**config.mk**
```make
export PLATFORM = sky130hd
export DESIGN_NAME = nps_front
export DESIGN_NICKNAME = d
export VERILOG_FILES = /design/src/hw/rtl/nps_pkg.sv /design/src/hw/rtl/nps_front.sv
export SDC_FILE = /design/constraint.sdc
export NUM_CORES = 1
export LEC_CHECK = 0
export BUFFER_PORTS_ARGS = -buffer_cell sky130_fd_sc_hd__buf_2
export CAP_MARGIN = 20
export CORE_MARGIN = 5
export CORE_UTILIZATION = 40
export DETAILED_ROUTE_END_ITERATION = 7
export PLACE_DENSITY = 0.63
export SLEW_MARGIN = 20
export SYNTH_ARGS = -nofsm -noshare
export SYNTH_HDL_FRONTEND = slang
export SYNTH_SLANG_ARGS = --single-unit
```
**constraint.sdc**
```tcl
create_clock -name clk -period 6.6 [get_ports clk]
set_input_delay 0.99 -clock clk [delete_from_list [all_inputs] [get_ports clk]]
set_output_delay 0.99 -clock clk [all_outputs]
set_load 0.01 [all_outputs]
```
**src/hw/rtl/nps_pkg.sv**
```systemverilog
// Shared types and constants for the nearest polyline segment query unit.
// Holds table sizes, datapath widths, operation and status codes, and the
// transfer structs. No dependencies.
`timescale 1ns / 1ps

package nps_pkg;

    localparam int MAX_VERTICES = 1024;
    localparam int ADDR_W       = $clog2(MAX_VERTICES);
    localparam int CNT_W        = $clog2(MAX_VERTICES + 1);
    localparam int COORD_BITS   = 24;
    localparam int DIFF_W       = COORD_BITS + 1;
    localparam int SQ_W         = 2 * DIFF_W;
    localparam int LEN_W        = DIFF_W;
    localparam int DIR_W        = 17;
    localparam int FRAC_W       = 15;
    localparam int NUM_W        = DIFF_W + FRAC_W;
    localparam int PROD_W       = DIFF_W + DIR_W;
    localparam int DOT_W        = PROD_W + 1;
    localparam int RAD_W        = 48;
    localparam int IT_W         = $clog2(NUM_W);
    localparam int VIDX_W       = 10;
    localparam int PADDR_W      = 4;

    localparam logic [DIR_W-1:0] ONE_Q15    = DIR_W'(32768);
    localparam logic [RAD_W-1:0] RADIUS_RST = RAD_W'(589824);
    localparam logic             REG_RADIUS = 1'b0;

    localparam logic [1:0] OP_CLEAR  = 2'd0;
    localparam logic [1:0] OP_APPEND = 2'd1;
    localparam logic [1:0] OP_QUERY  = 2'd2;
    localparam logic [1:0] OP_UNUSED = 2'd3;

    localparam logic [1:0] KIND_CLEAR  = 2'd0;
    localparam logic [1:0] KIND_APPEND = 2'd1;
    localparam logic [1:0] KIND_QUERY  = 2'd2;
    localparam logic [1:0] KIND_NOP    = 2'd3;

    localparam logic [1:0] ST_OK     = 2'd0;
    localparam logic [1:0] ST_FULL   = 2'd1;
    localparam logic [1:0] ST_ORPHAN = 2'd2;

    typedef struct packed {
        logic [1:0]                   operation;
        logic signed [COORD_BITS-1:0] point_x;
        logic signed [COORD_BITS-1:0] point_y;
        logic [15:0]                  lane_width;
        logic [15:0]                  lane_tag;
        logic                         starts_lane;
    } in_item_t;

    typedef struct packed {
        logic [1:0]        status;
        logic              lane_found;
        logic [15:0]       nearest_lane;
        logic [23:0]       lane_distance;
        logic              vertex_found;
        logic [VIDX_W-1:0] vertex_index;
        logic [RAD_W-1:0]  vertex_distance_sq;
    } out_item_t;

    typedef struct packed {
        logic [1:0]                   kind;
        logic signed [COORD_BITS-1:0] point_x;
        logic signed [COORD_BITS-1:0] point_y;
        logic [15:0]                  lane_width;
        logic [15:0]                  lane_tag;
        logic                         starts_lane;
    } cmd_t;

    typedef struct packed {
        logic valid;
        cmd_t cmd;
    } queue_out_t;

    typedef struct packed {
        logic             busy;
        logic [CNT_W-1:0] count;
    } core_stat_t;

endpackage

```
**src/hw/rtl/nps_front.sv**
```systemverilog
// Front end: accepts input transfers, decodes the operation into a command
// and holds it in a two-entry queue for the execution core. Uses nps_pkg.
`timescale 1ns / 1ps

module nps_front (
    input  logic                clk,
    input  logic                rst_n,
    input  logic                in_valid,
    output logic                in_stall,
    input  nps_pkg::in_item_t   in_data,
    input  logic                pop,
    output nps_pkg::queue_out_t q
);
    import nps_pkg::*;

    cmd_t       slot_reg [2];
    logic       wr_ptr_reg;
    logic       rd_ptr_reg;
    logic [1:0] fill_reg;
    logic       push;
    cmd_t       cmd_in;

    assign in_stall = (fill_reg == 2'd2);
    assign push     = in_valid && !in_stall;

    always_comb
    begin
        cmd_in.point_x     = in_data.point_x;
        cmd_in.point_y     = in_data.point_y;
        cmd_in.lane_width  = in_data.lane_width;
        cmd_in.lane_tag    = in_data.lane_tag;
        cmd_in.starts_lane = in_data.starts_lane;
        case (in_data.operation)
            OP_CLEAR:  cmd_in.kind = KIND_CLEAR;
            OP_APPEND: cmd_in.kind = KIND_APPEND;
            OP_QUERY:  cmd_in.kind = KIND_QUERY;
            default:   cmd_in.kind = KIND_NOP;
        endcase
    end

    always_ff @(posedge clk or negedge rst_n)
    begin
        if (!rst_n)
        begin
            wr_ptr_reg <= 1'b0;
            rd_ptr_reg <= 1'b0;
            fill_reg   <= 2'd0;
        end
        else
        begin
            if (push)
                wr_ptr_reg <= !wr_ptr_reg;
            if (pop)
                rd_ptr_reg <= !rd_ptr_reg;
            if (push && !pop)
                fill_reg <= fill_reg + 2'd1;
            else if (pop && !push)
                fill_reg <= fill_reg - 2'd1;
        end
    end

    always_ff @(posedge clk)
    begin
        if (push)
            slot_reg[wr_ptr_reg] <= cmd_in;
    end

    assign q.valid = (fill_reg != 2'd0);
    assign q.cmd   = slot_reg[rd_ptr_reg];

endmodule

```
==> report_table.html <==
<table>
<tr><th>Metric</th><th>Value</th></tr>
<tr><th colspan="2">Routing</th></tr>
<tr><td>Metal1 wirelength</td><td>4.76 mm</td></tr>
<tr><td>Mean routed wirelength per cell</td><td>17.3 µm</td></tr>
<tr><td>Average via count per standard cell</td><td>4.62</td></tr>
<tr><td>First-iteration detailed-routing DRC count</td><td>190</td></tr>
<tr><td>Antenna viol nets, final</td><td>0</td></tr>
<tr><td>Via count</td><td>3165</td></tr>
<tr><td>Top Layer Used</td><td>met5</td></tr>
<tr><td>Wire length on met3</td><td>1.09 mm</td></tr>
<tr><td>Detailed Route WL</td><td>11.9 mm</td></tr>
<tr><td>First-pass iteration count of the detailed router</td><td>4</td></tr>
<tr><td>Routed length on met2</td><td>5.83 mm</td></tr>
<tr><td>Number of design rule violations left after detail routing</td><td>0</td></tr>
<tr><th colspan="2">Global route</th></tr>
<tr><td>First-pass GRT wire length</td><td>17.8 mm</td></tr>
<tr><td>Number of global-route vias before repair</td><td>3433</td></tr>
<tr><td>Pin count of the biggest net entering global routing</td><td>61</td></tr>
<tr><td>Residual overflow from global routing</td><td>0</td></tr>
<tr><td>Antenna violations before repair</td><td>1</td></tr>
<tr><td>GRT Total Usage</td><td>0.128</td></tr>
<tr><th colspan="2">Power and ir drop</th></tr>
<tr><td>P per Cell Area</td><td>444 nW/µm²</td></tr>
<tr><td>Total power consumption of the routed design</td><td>3.57 mW</td></tr>
<tr><td>Peak supply drop</td><td>0.168 mV</td></tr>
<tr><td>Lkg Pwr</td><td>3.18 nW</td></tr>
<tr><th colspan="2">Critical path</th></tr>
<tr><td>Crit path max-delay family</td><td>flip-flops</td></tr>
<tr><td>CP Max Fanout</td><td>48</td></tr>
<tr><td>Maximum cell stage delay along the critical path</td><td>0.89 ns</td></tr>
<tr><td>Critical path class</td><td>reg -&gt; out</td></tr>
<tr><td>Worst Path Buf+Inv</td><td>2</td></tr>
<tr><td>Data required time at the worst endpoint</td><td>5.61 ns</td></tr>
<tr><td>CP Data Arrival Time</td><td>2.66 ns</td></tr>
<tr><td>Endpoint class of the critical path</td><td>output pin</td></tr>
<tr><td>Worst reg2reg setup slack</td><td>4.12 ns</td></tr>
<tr><td>CP Launch Type</td><td>flip-flop</td></tr>
<tr><td>Slowest CP cell</td><td>sky130_fd_sc_hd__dfrtp_4</td></tr>
<tr><td>Critical path cell sequence</td><td>buf_4, mux2_2, buf_2</td></tr>
<tr><th colspan="2">Timing</th></tr>
<tr><td>Top achievable clock speed</td><td>274 MHz</td></tr>
<tr><td>Setup clock skew after layout</td><td>0.00532 ns</td></tr>
<tr><td>Slew headroom</td><td>0.448</td></tr>
<tr><td>Setup repair after global routing missed its margin</td><td>no</td></tr>
<tr><td>Time the final worst path needs with I/O delays and setup</td><td>3.65 ns</td></tr>
<tr><td>Setup violation total in the final timing report</td><td>0</td></tr>
<tr><td>Post-route clock period utilization</td><td>0.553</td></tr>
<tr><td>Hold Fails Final Rpt</td><td>0</td></tr>
<tr><td>Total negative slack</td><td>0 ns</td></tr>
<tr><td>Count of pins over their slew limit</td><td>0</td></tr>
<tr><td>Actual transition at the worst max-transition pin</td><td>0.828 ns</td></tr>
<tr><th colspan="2">CTS</th></tr>
<tr><td>Buffer count from post-CTS setup fixing</td><td>0</td></tr>
<tr><td>Number of H-tree levels</td><td>4</td></tr>
<tr><td>Clock insertion delay at the later pin of the skew report</td><td>0.41 ns</td></tr>
<tr><td>Clock transition time at the flip-flop clock pins of the worst setup and hold paths</td><td>0.06 ns</td></tr>
<tr><td>Clock tree from TritonCTS</td><td>done</td></tr>
<tr><td># hold bufs at CTS</td><td>0</td></tr>
<tr><td>Root buf cell</td><td>sky130_fd_sc_hd__clkbuf_16</td></tr>
<tr><td>Inserted Clock Buffers</td><td>17</td></tr>
<tr><td>Total clock sinks</td><td>170</td></tr>
<tr><td>Clock buffer depth</td><td>2</td></tr>
<tr><td>Resized Gates After CTS</td><td>0</td></tr>
<tr><th colspan="2">Final layout</th></tr>
<tr><td>Commonest non-fill, non-tap cell in the layout</td><td>sky130_fd_sc_hd__buf_2</td></tr>
<tr><td>Most frequent cells in the layout</td><td>sky130_fd_sc_hd__buf_2, sky130_fd_sc_hd__edfxtp_1, sky130_fd_sc_hd__mux2_4</td></tr>
<tr><td>Net count of the finished layout</td><td>549</td></tr>
<tr><td>Ratio of cells with drive above 1 in the final layout</td><td>0.601</td></tr>
<tr><td>Post-synthesis to final-layout area growth</td><td>25.0%</td></tr>
<tr><td>Fraction of the core area covered by cells at the end of the flow</td><td>0.508</td></tr>
<tr><td>Flip-flop count of the largest register, all copies and words added</td><td>166</td></tr>
<tr><td>Antenna Cells</td><td>0</td></tr>
<tr><td>Non-filler instance count after layout</td><td>685</td></tr>
<tr><th colspan="2">Die</th></tr>
<tr><td>Std cell rows</td><td>46</td></tr>
<tr><td>Core Box Area</td><td>15800 µm²</td></tr>
<tr><td>Boundary Pins</td><td>172</td></tr>
<tr><td>Chip Height</td><td>137 µm</td></tr>
<tr><td>Die width</td><td>137 µm</td></tr>
<tr><td>Initial standard-cell utilization of the core</td><td>0.407</td></tr>
<tr><td>Area of the die</td><td>18700 µm²</td></tr>
<tr><th colspan="2">Synth</th></tr>
<tr><td>Netlist area before placement</td><td>6440 µm²</td></tr>
<tr><td>Ranking of synthesized cells by area</td><td>sky130_fd_sc_hd__edfxtp_1, sky130_fd_sc_hd__mux2_4, sky130_fd_sc_hd__mux2_2, sky130_fd_sc_hd__dfrtp_1, sky130_fd_sc_hd__buf_6</td></tr>
<tr><td>Share of synthesized area occupied by flip-flops and latches</td><td>0.790</td></tr>
<tr><td>Number of unique standard cell types used by synthesis</td><td>16</td></tr>
<tr><td>Synth Register Bits</td><td>170</td></tr>
<tr><td>Post-synthesis average cell area</td><td>23.1 µm²</td></tr>
<tr><td>Synthesized netlist net count</td><td>367</td></tr>
<tr><td>Number of synthesis warnings</td><td>0</td></tr>
<tr><td>Top-area cell type share of the netlist area</td><td>0.774</td></tr>
<tr><td>Synth Instances</td><td>279</td></tr>
<tr><td>Largest area contributor in the synthesized netlist</td><td>sky130_fd_sc_hd__edfxtp_1</td></tr>
<tr><th colspan="2">Hold path</th></tr>
<tr><td>Type of the most critical hold path</td><td>in -&gt; async</td></tr>
<tr><th colspan="2">Placed design</th></tr>
<tr><td>Hpwl dp</td><td>7.98 mm</td></tr>
<tr><td>Number of buffers added on ports</td><td>171</td></tr>
<tr><td>RePlAce Congestion</td><td>0.755</td></tr>
<tr><td>Placed Instances</td><td>658</td></tr>
<tr><th colspan="2">Status</th></tr>
<tr><td>Status</td><td>complete, no violations</td></tr>
<tr><th colspan="2">Flow run</th></tr>
<tr><td>Total of max-cap violations</td><td>0</td></tr>
</table>
-- cells in the mapped netlist --
library cell,n
sky130_fd_sc_hd__mux2_2,23
sky130_fd_sc_hd__nand2b_1,1
sky130_fd_sc_hd__edfxtp_1,166
sky130_fd_sc_hd__dfrtp_1,4
sky130_fd_sc_hd__buf_2,2
sky130_fd_sc_hd__xor2_1,3
sky130_fd_sc_hd__nand2_1,1
sky130_fd_sc_hd__clkbuf_1,2
sky130_fd_sc_hd__nor2_1,2
sky130_fd_sc_hd__buf_6,7
sky130_fd_sc_hd__or2_2,1
sky130_fd_sc_hd__mux2_4,60
sky130_fd_sc_hd__inv_1,3
sky130_fd_sc_hd__and3_1,1
sky130_fd_sc_hd__ha_1,1
sky130_fd_sc_hd__xnor2_1,2
-- metal layers --
metal  up-vias  global-route usage
li1       1456                   -
met1      1572               0.153
met2       120               0.209
met3        15              0.0518
met4         2              0.0499
met5         -                   0
-- metrics by stage --
| step | instance area (µm²) | setup WS, ns | hold WS [ns] |
|---|---|---|---|
| 6_report | 8050 | 2.95 | 0.380 |
| 5_1_grt | 8050 | 2.81 | 0.373 |
| 4_1_cts | 8050 | 2.88 | 0.365 |
| 3_5_place_dp | 7530 | 3.33 | 0.483 |
| 3_3_place_gp | 7500 | 3.40 | 0.473 |
| 2_1_floorplan | 6440 | 1.54 | 0.457 |
-- power by group --
part | internal, mW | switching [mW] | total [mW]
sequential | 1.48 | 0.121 | 1.60
clock | 0.542 | 0.353 | 0.894
combinational | 0.553 | 0.522 | 1.08
-- path summary, 6_finish.rpt --
kind	from	to	cells after the start
hold reg to reg	fill_reg[1]$_DFFE_PN0P_	fill_reg[1]$_DFFE_PN0P_	1
setup reg to reg	fill_reg[0]$_DFFE_PN0P_	slot_reg[0][68]$_DFFE_PP_	4
setup / recovery	rd_ptr_reg$_DFFE_PN0P_	q[0]	3
max in group asynchronous	rst_n	rd_ptr_reg$_DFFE_PN0P_	1
min in group clk	fill_reg[1]$_DFFE_PN0P_	fill_reg[1]$_DFFE_PN0P_	1
hold / removal	rst_n	fill_reg[0]$_DFFE_PN0P_	1
-- cell families after synthesis --
logic type               Yosys count  synth area share
AND/OR/NAND/NOR                    6           0.00467
multiplexers                      83             0.180
flip-flops                       170             0.790
XOR/XNOR                           5           0.00680
buffers and inverters             14            0.0167
adder cells (fa/ha/maj)            1           0.00194
-- area by class of cell --
cell class	instances	area [µm²]
clock inverters	6	77.6
clock buffers	21	440
multi-input cells	95	1260
well taps	216	270
inverters	3	11.3
flip-flops and latches	170	5090
repair buffers	174	898
fillers	1320	7780
-- worst register-to-register path: cells and delay by family, from the launching register on --
| kind | cells | cell delay, ns |
|---|---|---|
| buffers and inverters | 1 | 0.79 |
| and+or+nand+nor | 3 | 0.90 |
| DFF | 1 | 0.40 |
Note: power is estimated with default switching activity, not from simulation.
